**src/hw/rtl/pfwtt_pkg.sv**
```systemverilog
// Shared types, operation codes and defaults for the page first-writer trace table.
package pfwtt_pkg;

  localparam int PHYS_W            = 29;
  localparam int DEF_TABLE_DEPTH   = 4096;
  localparam int DEF_PAGE_BYTES    = 4096;
  localparam int DEF_MAX_FRAMES    = 32;
  localparam logic [PHYS_W-1:0] MAX_SPAN_RESET = 29'd16777216;

  localparam logic CFG_ENABLED  = 1'b0;
  localparam logic CFG_MAX_SPAN = 1'b1;

  typedef enum logic [2:0] {
    REQ_NOTE   = 3'd0,
    REQ_WRITE  = 3'd1,
    REQ_REARM  = 3'd2,
    REQ_LOOKUP = 3'd3,
    REQ_CLEAR  = 3'd4
  } req_code_t;

  typedef enum logic [2:0] {
    OP_NOP,
    OP_NOTE,
    OP_WRITE,
    OP_REARM,
    OP_LOOKUP,
    OP_CLEAR
  } op_t;

  typedef struct packed {
    logic [2:0]  req_type;
    logic [31:0] address;
    logic [28:0] length;
    logic [31:0] writer_tag;
    logic [5:0]  frame_count;
  } req_t;

  typedef struct packed {
    logic        found;
    logic        found_in_previous;
    logic [31:0] found_writer;
    logic [5:0]  found_frames;
    logic        watch_valid;
    logic [28:0] watch_base;
    logic [29:0] watch_length;
    logic        accepted;
    logic [17:0] pages_added;
    logic [31:0] buffers_seen;
    logic [31:0] samples_taken;
  } res_t;

  typedef struct packed {
    op_t         op;
    logic [28:0] phys;
    logic [30:0] last_addr;
    logic [31:0] writer;
    logic [5:0]  frames;
  } cmd_t;

endpackage

```
**src/hw/rtl/pfwtt_front.sv**
```systemverilog
// Front end: takes a request, masks and saturates its fields and classifies it.
module pfwtt_front import pfwtt_pkg::*; #(
  parameter int PAGE_BYTES = DEF_PAGE_BYTES,
  parameter int MAX_FRAMES = DEF_MAX_FRAMES
) (
  input  logic clk,
  input  logic rst,
  input  logic accept,
  input  req_t request,
  input  logic enabled,
  input  logic q_ready,
  output logic cmd_valid,
  output cmd_t cmd
);

  localparam int SH = $clog2(PAGE_BYTES);

  logic [28:0] phys;
  logic [28:0] len;
  logic [28:0] len_m1;
  logic [30:0] end_addr;
  logic [5:0]  frames;
  op_t         op;

  always_comb begin
    phys     = request.address[28:0];
    len      = request.length;
    len_m1   = (len != '0) ? len - 29'd1 : '0;
    end_addr = {2'b00, phys} + {2'b00, len_m1};
    if ({1'b0, request.frame_count} > 7'(MAX_FRAMES)) begin
      frames = 6'(MAX_FRAMES);
    end else begin
      frames = request.frame_count;
    end
    op = OP_NOP;
    if (enabled) begin
      case (request.req_type)
        REQ_NOTE:   op = (len != '0) ? OP_NOTE : OP_NOP;
        REQ_WRITE:  op = (frames != '0) ? OP_WRITE : OP_NOP;
        REQ_REARM:  op = OP_REARM;
        REQ_LOOKUP: op = OP_LOOKUP;
        REQ_CLEAR:  op = OP_CLEAR;
        default:    op = OP_NOP;
      endcase
    end
  end

  always_ff @(posedge clk) begin
    if (rst) begin
      cmd_valid <= 1'b0;
    end else if (accept) begin
      cmd_valid     <= 1'b1;
      cmd.op        <= op;
      cmd.phys      <= phys;
      cmd.last_addr <= {end_addr[30:SH], SH'(0)};
      cmd.writer    <= request.writer_tag;
      cmd.frames    <= frames;
    end else if (cmd_valid && q_ready) begin
      cmd_valid <= 1'b0;
    end
  end

endmodule

```
**config.mk**
```make
export PLATFORM = sky130hd
export DESIGN_NAME = pfwtt_front
export DESIGN_NICKNAME = d
export VERILOG_FILES = /design/src/hw/rtl/pfwtt_pkg.sv /design/src/hw/rtl/pfwtt_front.sv
export SDC_FILE = /design/constraint.sdc
export NUM_CORES = 1
export LEC_CHECK = 0
export CORE_MARGIN = 3
export CORE_UTILIZATION = 57
export DETAILED_ROUTE_END_ITERATION = 10
export DONT_BUFFER_PORTS = 1
export PLACE_DENSITY = 0.86
export SYNTH_ARGS = -nofsm -noshare
export SYNTH_HDL_FRONTEND = slang
export SYNTH_SLANG_ARGS = --single-unit
export TNS_END_PERCENT = 5
```
**constraint.sdc**
```tcl
create_clock -name clk -period 4.8 [get_ports clk]
set_input_delay 0.24 -clock clk [delete_from_list [all_inputs] [get_ports clk]]
set_output_delay 0.24 -clock clk [all_outputs]
set_load 0.01 [all_outputs]
```
==> impl_metrics.env <==
export IMPL_clkPwrFrac_pct=29.9
export IMPL_drtAntennaViolNets=0
export IMPL_synth_area_leaders="edfxtp_1 (57%), ha_1 (7.8%), xnor2_1 (3.7%)"
export IMPL_synthTopCellsByCount="edfxtp_1 (88), nor2_1 (36), a21oi_1 (29), ha_1 (29), nand2_1 (21)"
export IMPL_ys_seq_area_share_pct=56.99
export IMPL_power_leakage_uw=0.002010
export IMPL_die_area_mm2=0.009319
export IMPL_r2r_start="cmd_valid$_SDFFE_PP0P_"
export IMPL_grt_pass1_vias=3406
export IMPL_min_from="request[5]"
export IMPL_root_buffer="clkbuf_8"
export IMPL_worstHoldPathCells=1
export IMPL_slew_viol_final=0
export IMPL_cts_buffer_depth=2
export IMPL_crit_path_start_kind="primary input"
export IMPL_dr_total_vias=3484
export IMPL_rsz0062_at_grt="no"
export IMPL_combPwrFrac_pct=14.3
export IMPL_status="finished clean"
export IMPL_reg2reg_depth=3
export IMPL_wl_per_cell_um=21.07
export IMPL_grt_util_all_layers_pct=24.95
export IMPL_whs_endpoint="cmd[4]$_DFFE_PP_"
export IMPL_fp_dieH_um=96.54
export IMPL_area_delta_synth_final_pct=20.14
export IMPL_fin_cells=567
export IMPL_wl_met3_um=1494
export IMPL_cts_buffers=9
export IMPL_die_w_um=96.54
export IMPL_regToRegSetupSlack_ps=3600
export IMPL_synthCells=386
export IMPL_diodes=0
export IMPL_p_int_uw=1300
export IMPL_cts_max_level=3
export IMPL_tightest_slew_ps=1197
export IMPL_crit_arrival_ps=4290
export IMPL_cts_setup_buffers=0
export IMPL_top_layer_used="met4"
export IMPL_setup_worst_path_start="request[49]"
export IMPL_fin_crit_sh_pct=87.03
export IMPL_crit_type="primary input to flip-flop"
export IMPL_post_route_util_pct=71.52
export IMPL_setup_viol=0
export IMPL_io_pins=209
export IMPL_insertion_delay_ps=360
export IMPL_wl_met1_um=4367
export IMPL_synth_edf_count=88
export IMPL_whs_ps=49.33
export IMPL_end_kind="flip-flop"
export IMPL_power_density_mw_per_mm2=315.3
export IMPL_cts_sinks=89
export IMPL_cts_tree="done"
export IMPL_synth_top_cell_by_area="edfxtp_1"
export IMPL_synth_warnings=0
export IMPL_drcViolationCount=0
export IMPL_overflow=0
export IMPL_hold_class="primary input to flip-flop"
export IMPL_dp_cells=487
export IMPL_globalplace_congestion=0.8908
export IMPL_synth_most_common_cell="edfxtp_1"
export IMPL_r2r_end="cmd_valid$_SDFFE_PP0P_"
export IMPL_swShare_pct=26.55
export IMPL_route_met2_wl_um=5786
export IMPL_core_mm2=0.007848
export IMPL_slew_limit_headroom_pct=20.01
export IMPL_wl_um=11950
export IMPL_p_sw_uw=469.8
export IMPL_grt_antenna_before_repair=0
export IMPL_synthArstFlopShare_pct=0
export IMPL_final_layout_size_suffix_gt1_share_pct=6.667
export IMPL_cp_max_fo=5
export IMPL_peakVddDrop_uv=129.3
export IMPL_num_rows=32
export IMPL_timing_fmax_mhz=239.4
export IMPL_drv_cap=0
export IMPL_fin_skew_ps=0
export IMPL_num_fill_cells=552
export IMPL_clkSlewWorstSetupHoldPaths_ps=100
export IMPL_drt_vias_per_instance=6.145
export IMPL_synth_top_area_share_pct=56.56
export IMPL_synthesis_area_mm2=0.004672
export IMPL_grt_pass1_wl_um=17240
export IMPL_yosys_register_bits=89
export IMPL_drtIter0Drc=180
export IMPL_synth_ff_type="edfxtp_1"
export IMPL_fin_nets=596
export IMPL_tns_ps=0
export IMPL_hold_viol=0
export IMPL_p_seq_share_pct=55.8
export IMPL_grt_max_degree=47
export IMPL_dp_hpwl_um=9021
export IMPL_required_ps=4920
export IMPL_numPortBuffers=0
export IMPL_firstDrtPassIters=5
export IMPL_synthDistinctLibCells=56
export IMPL_start_util_pct=59.53
export IMPL_syn_avg_cell_area_um2=12.10
export IMPL_fin_crit_ps=4177
layout by cell type (no fill, tap or decap), drive strengths merged, types with 5 or more instances in the layout:
cell and count:
conb 13, clkbuf 10, a21oi 29, ha 29
nor3 11, or3 6, nand4 5, xnor2 20
nand2 21, or4 8, xor2 10, nor4 6
edfxtp 88, a21o 9, nand3 7, buf 5
o21ai 19, dlygate4sd3 64, nor2b 9, nor2 36
inv 11
sequential cells by signal, indices dropped and copies added (netlist names):
register	count
cmd_valid	1
cmd	88
routing by layer:
layer	track usage, %	vias to the layer above
met5	0	-
met4	10.16	0
met3	9.063	23
met2	41.90	222
met1	28.93	1630
li1	-	1609
per-stage QoR:
| stage | area [um^2] | total power, uW | setup WS [ps] |
|---|---|---|---|
| floorplan | 4717 | 1168 | 93.91 |
| global placement | 4770 | 1198 | 359.7 |
| detailed placement | 4770 | 1212 | 293.1 |
| CTS | 5613 | 1779 | 669.1 |
| global route | 5613 | 1852 | 423.1 |
| finish | 5613 | 1770 | 622.6 |
worst max-delay path by stage:
| stage | endpoint | depth (start not counted) | slack, ps |
|---|---|---|---|
| global placement | cmd[66]$_DFFE_PP_ | 13 | 360 |
| global route | cmd[66]$_DFFE_PP_ | 13 | 420 |
| detailed placement | cmd[66]$_DFFE_PP_ | 13 | 290 |
| floorplan | cmd[0]$_DFFE_PP_ | 1 | 90 |
| finish | cmd[66]$_DFFE_PP_ | 13 | 620 |
| CTS | cmd[66]$_DFFE_PP_ | 13 | 670 |
power by group through the flow:
stage / clock, uW / sequential (uW) / combinational (uW)
after floorplan: 0 / 995 / 173
after global placement: 0 / 1000 / 195
after detailed placement: 0 / 1010 / 205
after CTS: 540 / 988 / 251
after global routing: 578 / 994 / 281
final: 530 / 987 / 253
logic make-up (layout without fill, tap and decap cells):
family | Yosys count | count (layout) | synth area share, %
flops | 89 | 89 | 56.99
buf+inv | 26 | 93 | 3.214
mux | 3 | 3 | 0.6963
fa+ha+maj | 29 | 29 | 7.767
xor+xnor | 30 | 30 | 5.624
compound gates | 87 | 87 | 11.97
other cells | 1 | 13 | 0.08027
simple gates | 121 | 121 | 13.66
critical path: stages:
cell and delay [ps]:
or3_4 380, or3_4 350, or4_4 510, or2_4 270, or4_4 420, or4b_1 530
mux2_1 340, ha_1 330, and3_1 230, a311oi_1 350, o21ai_0 150, nand2_1 110
xnor2_1 60
repair_timing:
item	in CTS	in global routing
endpoints found under the hold margin	63	0
hold buffers	64	0
gates resized for setup	0	0
area by class of cell:
class / instances / area, um^2 / share of cell area (%)
Tap cell: 102 / 127.6 / 2.274
Clock inverter: 6 / 75.07 / 1.337
Sequential cell: 89 / 2663 / 47.44
Timing Repair Buffer: 69 / 678.2 / 12.08
Multi-Input combinational cell: 283 / 1912 / 34.06
Inverter: 8 / 30.03 / 0.5350
Clock buffer: 10 / 127.6 / 2.274
Power figures use the tool's default switching activity.
