<file path="src/hw/rtl/pfwtt_pkg.sv">
// Shared types, operation codes and defaults for the page first-writer trace table.
package pfwtt_pkg;

  localparam int PHYS_W            = 29;
  localparam int DEF_TABLE_DEPTH   = 4096;
  localparam int DEF_PAGE_BYTES    = 4096;
  localparam int DEF_MAX_FRAMES    = 32;
  localparam logic [PHYS_W-1:0] MAX_SPAN_RESET = 29'd16777216;

  localparam logic CFG_ENABLED  = 1'b0;
  localparam logic CFG_MAX_SPAN = 1'b1;

  typedef enum logic [2:0] {
    REQ_NOTE   = 3'd0,
    REQ_WRITE  = 3'd1,
    REQ_REARM  = 3'd2,
    REQ_LOOKUP = 3'd3,
    REQ_CLEAR  = 3'd4
  } req_code_t;

  typedef enum logic [2:0] {
    OP_NOP,
    OP_NOTE,
    OP_WRITE,
    OP_REARM,
    OP_LOOKUP,
    OP_CLEAR
  } op_t;

  typedef struct packed {
    logic [2:0]  req_type;
    logic [31:0] address;
    logic [28:0] length;
    logic [31:0] writer_tag;
    logic [5:0]  frame_count;
  } req_t;

  typedef struct packed {
    logic        found;
    logic        found_in_previous;
    logic [31:0] found_writer;
    logic [5:0]  found_frames;
    logic        watch_valid;
    logic [28:0] watch_base;
    logic [29:0] watch_length;
    logic        accepted;
    logic [17:0] pages_added;
    logic [31:0] buffers_seen;
    logic [31:0] samples_taken;
  } res_t;

  typedef struct packed {
    op_t         op;
    logic [28:0] phys;
    logic [30:0] last_addr;
    logic [31:0] writer;
    logic [5:0]  frames;
  } cmd_t;

endpackage

</file>
<file path="src/hw/rtl/pfwtt_queue.sv">
// Two-entry command queue between the front end and the back end.
module pfwtt_queue import pfwtt_pkg::*; (
  input  logic clk,
  input  logic rst,
  input  logic push,
  input  cmd_t push_cmd,
  output logic ready,
  input  logic pop,
  output logic valid,
  output cmd_t head
);

  cmd_t       slots [2];
  logic       wr_ptr;
  logic       rd_ptr;
  logic [1:0] count;

  assign ready = (count != 2'd2);
  assign valid = (count != 2'd0);
  assign head  = slots[rd_ptr];

  always_ff @(posedge clk) begin
    if (push && ready) begin
      slots[wr_ptr] <= push_cmd;
    end
  end

  always_ff @(posedge clk) begin
    if (rst) begin
      wr_ptr <= 1'b0;
      rd_ptr <= 1'b0;
      count  <= 2'd0;
    end else begin
      if (push && ready) begin
        wr_ptr <= ~wr_ptr;
      end
      if (pop && valid) begin
        rd_ptr <= ~rd_ptr;
      end
      count <= count + 2'(push && ready) - 2'(pop && valid);
    end
  end

endmodule

</file>
<file path="config.mk">
export PLATFORM = sky130hd
export DESIGN_NAME = pfwtt_queue
export DESIGN_NICKNAME = d
export VERILOG_FILES = /design/src/hw/rtl/pfwtt_pkg.sv /design/src/hw/rtl/pfwtt_queue.sv
export SDC_FILE = /design/constraint.sdc
export NUM_CORES = 1
export LEC_CHECK = 0
export BUFFER_PORTS_ARGS = -buffer_cell sky130_fd_sc_hd__buf_4
export CAP_MARGIN = 20
export CORE_MARGIN = 1
export CORE_UTILIZATION = 44
export DETAILED_ROUTE_END_ITERATION = 7
export PLACE_DENSITY = 0.68
export REMOVE_ABC_BUFFERS = 1
export SLEW_MARGIN = 20
export SYNTH_ARGS = -nofsm -noshare
export SYNTH_HDL_FRONTEND = slang
export SYNTH_SLANG_ARGS = --single-unit
</file>
<file path="constraint.sdc">
create_clock -name clk -period 10.1 [get_ports clk]
set_input_delay 2.02 -clock clk [delete_from_list [all_inputs] [get_ports clk]]
set_output_delay 2.02 -clock clk [all_outputs]
set_load 0.01 [all_outputs]
</file>
==> summary.txt, run 1 <==
Route
  • Final routed wirelength across all metal layers: about 14 mm
  • Number of routed nets with antenna violations: 0
  • Per-cell via count in the routed design: approximately 4.7
  • Detailed-route wire length per cell: roughly 18 um
  • First-iteration detailed-routing DRC count: between 100 and 150
  • Via count: roughly 3.8k
  • First-pass iteration count of the detailed router: 4
  • Remaining DRCs: 0

Clocking
  • Post-CTS setup repair buffer count: 0
  • Clock slew at reported path FFs: roughly 0.060 ns
  • Skew-Pair Late Insertion Delay: roughly 0.5 ns
  • CTS tree: done
  • Clock sink count: roughly 210
  • Resized cells post-CTS: 0
  • Clock Root Buffer: clkbuf_16
  • Max H-tree Level: 1
  • CTS max path bufs: 3
  • Total of hold buffers inserted after clock tree synthesis: 0
  • Number of buffers added by the clock tree synthesis step: 22

Floorplan
  • Core footprint: 17500 um2
  • # IOs: 208
  • Area of the die: about 19000 um2
  • Starting density of the core: between 40% and 50%
  • Height of the die: between 100 and 150 um
  • Site Rows: between 40 and 50
  • Die Wd: between 100 and 150 um

GRT
  • Maximum number of pins on one net before global-route repair: 74
  • First-pass GRT wire length: 21.3 mm
  • Leftover overflow at the end of global routing: 0
  • Overall routing resource usage: about 15%
  • Via count of the first global-routing pass: just over 4k
  • Initial antenna violation count: 1

Worst setup path
  • Signal arrival time at the worst endpoint: ~3 ns
  • Reg2Reg Capture Point: slots[1][85]
  • Worst reg2reg setup slack: about 7.8 ns
  • Worst Reg-to-Reg Cells: 3
  • Worst Path Max Fanout: between 50 and 60
  • Worst path required time: a little over 8 ns
  • Capture point of the worst path: head[6]
  • Crit path launch type: flop
  • Worst Setup Path Type: reg -> out
  • Type of destination of the critical path: primary output
  • Critical R2R Launch: count[0]

Final layout
  • Layout Nets: 669
  • Utilization of the core after routing: 59.3%
  • Area growth syn-to-layout: 30.2%
  • Number of inserted filler cells in the final layout: ~1.3k
  • Layout cell share with drive strength beyond 1: between 60% and 70%

Flow run
  • Number of max-cap violations: 0

Pwr
  • Sequential share of power: ~44%
  • Cell internal power dissipation: about 1900 uW
  • Static Leak: 0.00406 uW
  • Clk pwr share: 30.2%
  • Part of the power in combinational logic: about a quarter
  • Net switching share of the total power: ~25%
  • Power Density: between 200 and 250 nW/um2
  • Net switching power figure: ~650 uW
  • Worst vdd rail ir drop: approximately 160 uV

Yosys
  • Most frequent cell after synthesis: edfxtp_1
  • Part of the Yosys area used for sequential elements: 77.4%
  • Dominant cell type by area after synthesis: edfxtp_1
  • FF+latch count, synth: between 200 and 250
  • Total number of yosys warnings: 0
  • Mapped cell area: between 7000 and 8000 um2
  • Number of enable-type register cells in the synthesized netlist: 202
  • Mean Syn Cell Area: roughly 24 um2
  • Area share of the leading cell type in the synthesized netlist: between 70 and 80%
  • Async set-or-reset flop fraction in the synthesized netlist: 0%
  • Post-synthesis instance total: between 300 and 400
  • Leading post-synthesis cells by instance count: 202 x edfxtp_1, 90 x mux2_4, 12 x mux2_2, 9 x buf_12
  • Cells taking the most area after synthesis: edfxtp_1 76%, mux2_4 17%, buf_12 2.3%
  • Synth Flop Type: edfxtp_1
  • Netlist cell types: 18

Placement
  • Detailed placer's ending HPWL: 9.12 mm
  • Total of buffers placed on input and output ports: ~210
  • Routability-driven placement congestion ratio: slightly above 0.7

Timing
  • Setup repair after global routing missed its margin: no
  • Min cycle time layout: between 4 and 5 ns
  • Final-report setup violation count: 0
  • Count of final max-slew check failures: 0
  • Transition time at the pin with the least slew margin: approximately 1.0 ns
  • Max_slew headroom: 33.0%
  • Clk_skew: 0.0100 ns
  • Achievable Freq: around 200 MHz
  • Part of the cycle the worst path needs: 49.2%
  • Sum of negative setup slack: 0 ns
  • Final number of hold-violating endpoints: 0

Outcome
  • Run status: complete, no violations

Min path
  • Worst min-delay path category: reg -> reg
  • Hold Path Depth: 2
stage by stage:
| stage | setup WS [ns] | area, um2 | instances | total power [uW] | hold slack [ns] |
|---|---|---|---|---|---|
| finish | 5.13 | 10400 | 803 | 2590 | 0.524 |
| global route | 4.98 | 10400 | 802 | 2710 | 0.581 |
| CTS | 5.06 | 10400 | 802 | 2640 | 0.538 |
| detailed placement | 5.59 | 9650 | 763 | 1840 | 0.523 |
| global placement | 5.63 | 9650 | 763 | 1830 | 0.494 |
| floorplan | 3.23 | 7770 | 327 | 1600 | 0.481 |
worst min-delay path by stage:
stage	startpoint	endpoint	slack, ns
floorplan	rd_ptr	flop	0.48
global placement	rd_ptr	rd_ptr	0.49
detailed placement	rd_ptr	flop	0.52
CTS	rd_ptr	flop	0.54
global route	rd_ptr	flop	0.58
finish	rd_ptr	flop	0.52
logic make-up (layout without fill, tap and decap cells):
logic type	count (synthesis)	count (layout)	synth area share (%)
multiplexers	102	102	18.7
adder cells (fa/ha/maj)	2	2	0.314
XOR/XNOR	3	3	0.330
flip-flops	207	207	77.4
AO/OA/AOI/OAI	1	1	0.0943
AND/OR/NAND/NOR	11	11	0.707
other	0	1	0
buffers and inverters	12	251	2.51
final cells by class:
| cell class | count | area [um2] | share of cell area (%) |
|---|---|---|---|
| inverter | 1 | 3.75 | 0.0362 |
| sequential | 207 | 6170 | 59.5 |
| tap | 225 | 282 | 2.71 |
| timing repair buffer | 211 | 1580 | 15.3 |
| antenna | 1 | 2.50 | 0.0241 |
| clock buffer | 27 | 611 | 5.89 |
| clock inverter | 12 | 106 | 1.03 |
| multi-input combinational | 119 | 1610 | 15.6 |
power by group through the flow:
stage	clock network (uW)	logic, uW	registers, uW
6_report	784	664	1140
5_1_grt	843	711	1160
4_1_cts	809	679	1150
3_5_place_dp	0	676	1170
3_3_place_gp	0	671	1160
2_1_floorplan	0	415	1190
layout by cell type, fill, tap and decap left out, types with 3 or more instances in the layout:
cell,count
buf_4,211
edfxtp_1,202
clkinv_2,7
clkinv_1,3
clkbuf_16,23
dfxtp_1,4
mux2_4,90
nor2_1,4
mux2_2,12
critical path: stages (launching register included):
cell,delay [ns]
dfxtp_4,0.94
buf_4,0.87
mux2_2,0.42
buf_4,0.15
registers in the layout (all words and copies together) (netlist names), named ones only:
| name | cells |
|---|---|
| slots | 202 |
| count | 2 |
| rd_ptr | 1 |
| wr_ptr | 1 |
routing by layer:
| metal | GRT usage (%) | routed length [um] | vias up |
|---|---|---|---|
| met5 | 0 | 0 | - |
| met4 | 4.57 | 231 | 0 |
| met3 | 4.74 | 1200 | 18 |
| met2 | 27.2 | 7290 | 138 |
| met1 | 16.8 | 5340 | 1853 |
| li1 | - | - | 1783 |
Note: power is estimated with default switching activity, not from simulation.
==> run 2: changes to the inputs <==
--- a/config.mk
+++ b/config.mk
@@ -5,6 +5,7 @@
 export SDC_FILE = /design/constraint.sdc
 export NUM_CORES = 1
 export LEC_CHECK = 0
+export ABC_AREA = 1
 export BUFFER_PORTS_ARGS = -buffer_cell sky130_fd_sc_hd__buf_4
 export CAP_MARGIN = 20
 export CORE_MARGIN = 1
==> constraint.sdc (replaced) <==
create_clock -name clk -period 5.1 [get_ports clk]
set_input_delay 1.02 -clock clk [delete_from_list [all_inputs] [get_ports clk]]
set_output_delay 1.02 -clock clk [all_outputs]
set_load 0.01 [all_outputs]
==> summary.txt, run 2 <==
Outcome
  • Run status: complete, no violations

Timing
  • Min cycle time layout: around 3.5 ns
  • Transition time at the pin with the least slew margin: between 1 and 1.5 ns
  • Setup repair after global routing missed its margin: no
  • Part of the cycle the worst path needs: 68.7%
  • Max_slew headroom: between 30 and 40%
  • Achievable Freq: about 290 MHz
  • Final number of hold-violating endpoints: 0
  • Final-report setup violation count: 0
  • Clk_skew: slightly below 0.01 ns
  • Count of final max-slew check failures: 0
  • Setup slack of the critical path after layout: about 1.6 ns

Final layout
  • Flip-flop count of the largest register, all copies and words added: slightly above 200
  • Area occupied by multi-input gates: between 1500 and 2000 um2
  • Most used cells in the layout excluding fill and tap cells: 210 x buf_4, 202 x edfxtp_1, 90 x mux2_4
  • Layout cell share with drive strength beyond 1: 58.6%
  • Layout Nets: ~680
  • Utilization of the core after routing: approximately 60%
  • Area growth syn-to-layout: 30.6%
  • Number of inserted filler cells in the final layout: approximately 1.3k
  • Post-Layout Cell Count: 815
  • Largest registers: slots x202, count x2
  • FF/Latch Area: 6170 um2
  • Inserted Diodes: 0
  • Most common cell after layout, fill and taps aside: buf_4
  • Most flop-heavy register: slots

Worst setup path
  • Worst Path Max Fanout: 53
  • Signal arrival time at the worst endpoint: about 2.5 ns
  • Type of destination of the critical path: primary output
  • Critical R2R Launch: count[0]
  • Crit path launch type: flop
  • Worst Setup Path Type: reg -> out
  • Worst path required time: between 4 and 5 ns

GRT
  • First-pass GRT wire length: slightly above 20 mm
  • Overall routing resource usage: between 10% and 20%
  • Initial antenna violation count: 0
  • Leftover overflow at the end of global routing: 0
  • Maximum number of pins on one net before global-route repair: 79
  • Via count of the first global-routing pass: 4157

Yosys
  • Synth Flop Type: edfxtp_1
  • Dominant cell type by area after synthesis: edfxtp_1
  • Total number of yosys warnings: 0
  • Async set-or-reset flop fraction in the synthesized netlist: 0%
  • Number of enable-type register cells in the synthesized netlist: 202
  • Post-synthesis instance total: between 300 and 400
  • Most frequent cell after synthesis: edfxtp_1
  • Netlist cell types: 13
  • Area share of the leading cell type in the synthesized netlist: around 76%
  • FF+latch count, synth: between 200 and 250
  • Mean Syn Cell Area: approximately 23 um2
  • Part of the Yosys area used for sequential elements: roughly 77%
  • Leading post-synthesis cells by instance count: 202 x edfxtp_1, 90 x mux2_4, 11 x mux2_2, 9 x buf_12, 9 x nor2_1
  • Cells taking the most area after synthesis: edfxtp_1 76%, mux2_4 17%, buf_12 2.3%
  • Mapped cell area: between 7000 and 8000 um2

Clocking
  • Clock Root Buffer: clkbuf_16
  • Post-CTS setup repair buffer count: 0
  • Resized cells post-CTS: 0
  • CTS max path bufs: 3
  • Total of hold buffers inserted after clock tree synthesis: 0
  • Clock slew at reported path FFs: 0.06 ns
  • Number of buffers added by the clock tree synthesis step: 22
  • CTS tree: done
  • Clock sink count: just over 200
  • Skew-Pair Late Insertion Delay: 0.49 ns
  • Max H-tree Level: 1

Placement
  • Routability-driven placement congestion ratio: slightly above 0.7
  • Dpl ws: between 2 and 2.5 ns
  • Total of buffers placed on input and output ports: slightly above 200
  • Placed instance count: 776
  • Detailed placer's ending HPWL: roughly 8.9 mm

Route
  • Final routed wirelength across all metal layers: approximately 14 mm
  • Number of routed nets with antenna violations: 0
  • Per-cell via count in the routed design: between 4 and 5
  • First-iteration detailed-routing DRC count: 132
  • Remaining DRCs: 0
  • Detailed-route wire length per cell: approximately 17 um
  • Via count: just under 4k
  • First-pass iteration count of the detailed router: 4

Min path
  • Worst min-delay path category: reg -> reg
  • Hold path startpoint: rd_ptr

Pwr
  • Power Density: between 400 and 500 nW/um2
  • Static Leak: 0.00410 uW
  • Worst vdd rail ir drop: 284 uV

Floorplan
  • Starting density of the core: 45.7%
  • Site Rows: 48
  • Area of the die: roughly 19000 um2
  • Core footprint: ~17000 um2
  • # IOs: approximately 210
  • Die Wd: 137 um
  • Height of the die: ~140 um

Flow run
  • Number of max-cap violations: 0
[run 2: cell types whose count changed in the layout (fill, tap and decap cells not counted), sizes merged, moves of 2 or more]
cell	before	now
clkinv	10	8
nand2	1	8
inv	1	8
nand3	0	3
nor2	5	9
bufinv	2	4
xnor2	2	0
a21oi	0	2
nor2b	2	0
[run 2: cell families after synthesis]
logic type / synth area share (%)
DFF: 77.3
muxes: 18.5
and+or+nand+nor: 0.988
buffers and inverters: 2.84
AOI/OAI and AO/OA: 0.125
adders and majority gates: 0.313
[run 2: per-layer routing]
| metal | global-route usage (%) | wire length (um) | vias to the layer above |
|---|---|---|---|
| met4 | 4.94 | 319 | 0 |
| met2 | 25.9 | 6940 | 146 |
| met5 | 0 | 0 | - |
| met1 | 17.2 | 5370 | 1883 |
| li1 | - | - | 1814 |
| met3 | 4.48 | 1300 | 29 |
[run 2: worst paths after layout]
kind	end	slack, ns	cells past startpoint
worst min-delay path	flop	0.52	2
worst max register to register	slots[1][85]	2.83	5
worst max-delay path	head[4]	1.60	3
worst min register to register	flop	0.52	2
[run 2: where the power goes]
| group | switching, uW | internal, uW |
|---|---|---|
| clock network | 606 | 1020 |
| logic | 555 | 741 |
| registers | 120 | 2160 |
[run 2: final cells by class]
cell class,instances,area share [%]
Clock buffer,27,5.67
Clock inverter,12,1.49
Sequential cell,207,59.2
Tap cell,225,2.70
Inverter,8,0.312
Multi-Input combinational cell,125,15.3
Timing Repair Buffer,211,15.3
[run 2: metrics by stage]
step                      power, uW  setup TNS, ns  instance area [um2]  hold WS [ns]
after global routing           5430              0                10400         0.575
after global placement         3610              0                 9680         0.490
after floorplan                3160         -92.77                 7780         0.467
final                          5200              0                10400         0.524
after detailed placement       3630              0                 9680         0.496
after CTS                      5280              0                10400         0.524
[run 2: critical path, stage by stage, from the launching register on]
cell	delay, ns
dfxtp_4	0.96
buf_12	0.42
mux2_2	0.39
buf_4	0.14
==> run 3: changes to the inputs <==
--- a/config.mk
+++ b/config.mk
@@ -5,7 +5,7 @@
 export SDC_FILE = /design/constraint.sdc
 export NUM_CORES = 1
 export LEC_CHECK = 0
-export ABC_AREA = 1
+export ABC_AREA = 0
 export BUFFER_PORTS_ARGS = -buffer_cell sky130_fd_sc_hd__buf_4
 export CAP_MARGIN = 20
 export CORE_MARGIN = 1
==> constraint.sdc (replaced) <==
create_clock -name clk -period 3.4 [get_ports clk]
set_input_delay 0.68 -clock clk [delete_from_list [all_inputs] [get_ports clk]]
set_output_delay 0.68 -clock clk [all_outputs]
set_load 0.01 [all_outputs]
==> summary.txt, run 3 (synthesized netlist as in run 1, its figures left out) <==
Min path
  • Hold Path Depth: 1
  • Hold path startpoint: push_cmd[0]
  • Worst min-delay path category: in -> reg
  • Endpoint with the worst hold slack: slots[1][0]

Clocking
  • Post-CTS setup repair buffer count: 0
  • CTS tree: done
  • Number of buffers added by the clock tree synthesis step: 22
  • CTS max path bufs: 3
  • Resized cells post-CTS: 0
  • Max H-tree Level: 1
  • Clock Root Buffer: clkbuf_16
  • Total of hold buffers inserted after clock tree synthesis: 0
  • Skew-Pair Late Insertion Delay: slightly below 0.5 ns
  • Clock slew at reported path FFs: around 0.06 ns
  • Clock sink count: between 200 and 250

Route
  • Remaining DRCs: 0
  • Per-cell via count in the routed design: roughly 4.7
  • Via count: approximately 3.8k
  • First-pass iteration count of the detailed router: 4
  • Detailed-route wire length per cell: 17.5 um
  • First-iteration detailed-routing DRC count: between 150 and 200
  • Final routed wirelength across all metal layers: between 10 and 15 mm
  • Number of routed nets with antenna violations: 0

Worst setup path
  • Worst reg2reg setup slack: ~1.6 ns
  • Worst Setup Path Type: reg -> out
  • Worst path required time: around 2.7 ns
  • Signal arrival time at the worst endpoint: approximately 2.0 ns
  • Worst Reg-to-Reg Cells: 4
  • Critical R2R Launch: count[0]
  • Reg2Reg Capture Point: slots[0][20]
  • Worst Path Max Fanout: 41
  • Type of destination of the critical path: primary output
  • Crit path launch type: flop

Timing
  • Final-report setup violation count: 0
  • Clk_skew: between 0.006 and 0.007 ns
  • Count of final max-slew check failures: 0
  • Transition time at the pin with the least slew margin: 0.733 ns
  • Setup repair after global routing missed its margin: no
  • Achievable Freq: between 300 and 400 MHz
  • Worst hold slack after final layout: between 0.3 and 0.4 ns
  • Max_slew headroom: between 50% and 60%
  • Min cycle time layout: 2.66 ns
  • Final number of hold-violating endpoints: 0
  • Part of the cycle the worst path needs: 78.3%

Pwr
  • Static Leak: 0.00406 uW
  • Worst vdd rail ir drop: just over 600 uV
  • Power Density: roughly 740 nW/um2
  • Total power of the final layout: 7680 uW

Floorplan
  • # IOs: 208
  • Die Wd: between 100 and 150 um
  • Core footprint: ~17000 um2
  • Starting density of the core: roughly 46%
  • Height of the die: between 100 and 150 um
  • Site Rows: 48
  • Area of the die: ~19000 um2

GRT
  • Maximum number of pins on one net before global-route repair: 56
  • Initial antenna violation count: 0
  • Via count of the first global-routing pass: 4067
  • Overall routing resource usage: between 10% and 20%
  • First-pass GRT wire length: 20.9 mm
  • Leftover overflow at the end of global routing: 0

Final layout
  • Cell area after layout: approximately 10000 um2
  • Post-Layout Cell Count: 805
  • Most used cells in the layout excluding fill and tap cells: 211 x buf_4, 202 x edfxtp_1, 90 x mux2_4
  • Utilization of the core after routing: about three fifths
  • Most common cell after layout, fill and taps aside: buf_4
  • Inserted Diodes: 0
  • Layout cell share with drive strength beyond 1: between 60% and 70%
  • Area growth syn-to-layout: 30.6%
  • Most flop-heavy register: slots
  • Largest registers: slots x202, count x2
  • Flip-flop count of the largest register, all copies and words added: a little over 200
  • Layout Nets: ~670

Flow run
  • Number of max-cap violations: 0

Placement
  • Area after detailed placement: 9710 um2
  • Placed instance count: approximately 770
  • Routability-driven placement congestion ratio: slightly below 0.7
  • Detailed placer's ending HPWL: ~9.3 mm
  • Total of buffers placed on input and output ports: 207

Outcome
  • Run status: complete, no violations
-- run 3: power breakdown --
part	total, uW	switching (uW)	internal (uW)
clock	2280	896	1390
sequential	3340	129	3210
combinational	2060	888	1170
total	7680	1910	5770
-- run 3: how the worst max path moves through the flow --
| stage | cells after the start | to | start |
|---|---|---|---|
| floorplan | 2 | slots[0][0] | push |
| global placement | 3 | head[2] | flop |
| detailed placement | 3 | head[1] | flop |
| CTS | 3 | head[1] | flop |
| global route | 3 | head[1] | flop |
| finish | 3 | head[1] | flop |
-- run 3: cell type report --
cell class                 instances  area, um2
fill                            1302       7070
sequential                       207       6170
timing repair buffer             214       1640
multi-input combinational        119       1610
clock buffer                      31        606
tap                              225        282
clock inverter                     8       86.3
inverter                           1       3.75
-- run 3: critical path: stages (launching register included) --
cell     delay [ns]
dfxtp_4        0.60
buf_12         0.34
mux2_2         0.38
buf_4          0.14
-- run 3: per-layer routing --
metal / wire, um / up-vias / part of all wire [%] / track usage (%)
met1: 5360 / 1877 / 38 / 17.5
met3: 1220 / 21 / 8.6 / 4.59
met5: 0 / - / 0 / 0
met2: 7280 / 135 / 52 / 25.6
met4: 217 / 0 / 1.5 / 4.51
li1: - / 1788 / - / -
-- run 3: stage by stage --
step	setup WS, ns	setup TNS [ns]
final	0.738	0
after global routing	0.641	0
after CTS	0.693	0
after detailed placement	1.23	0
after global placement	1.24	0
after floorplan	-2.13	-382.80
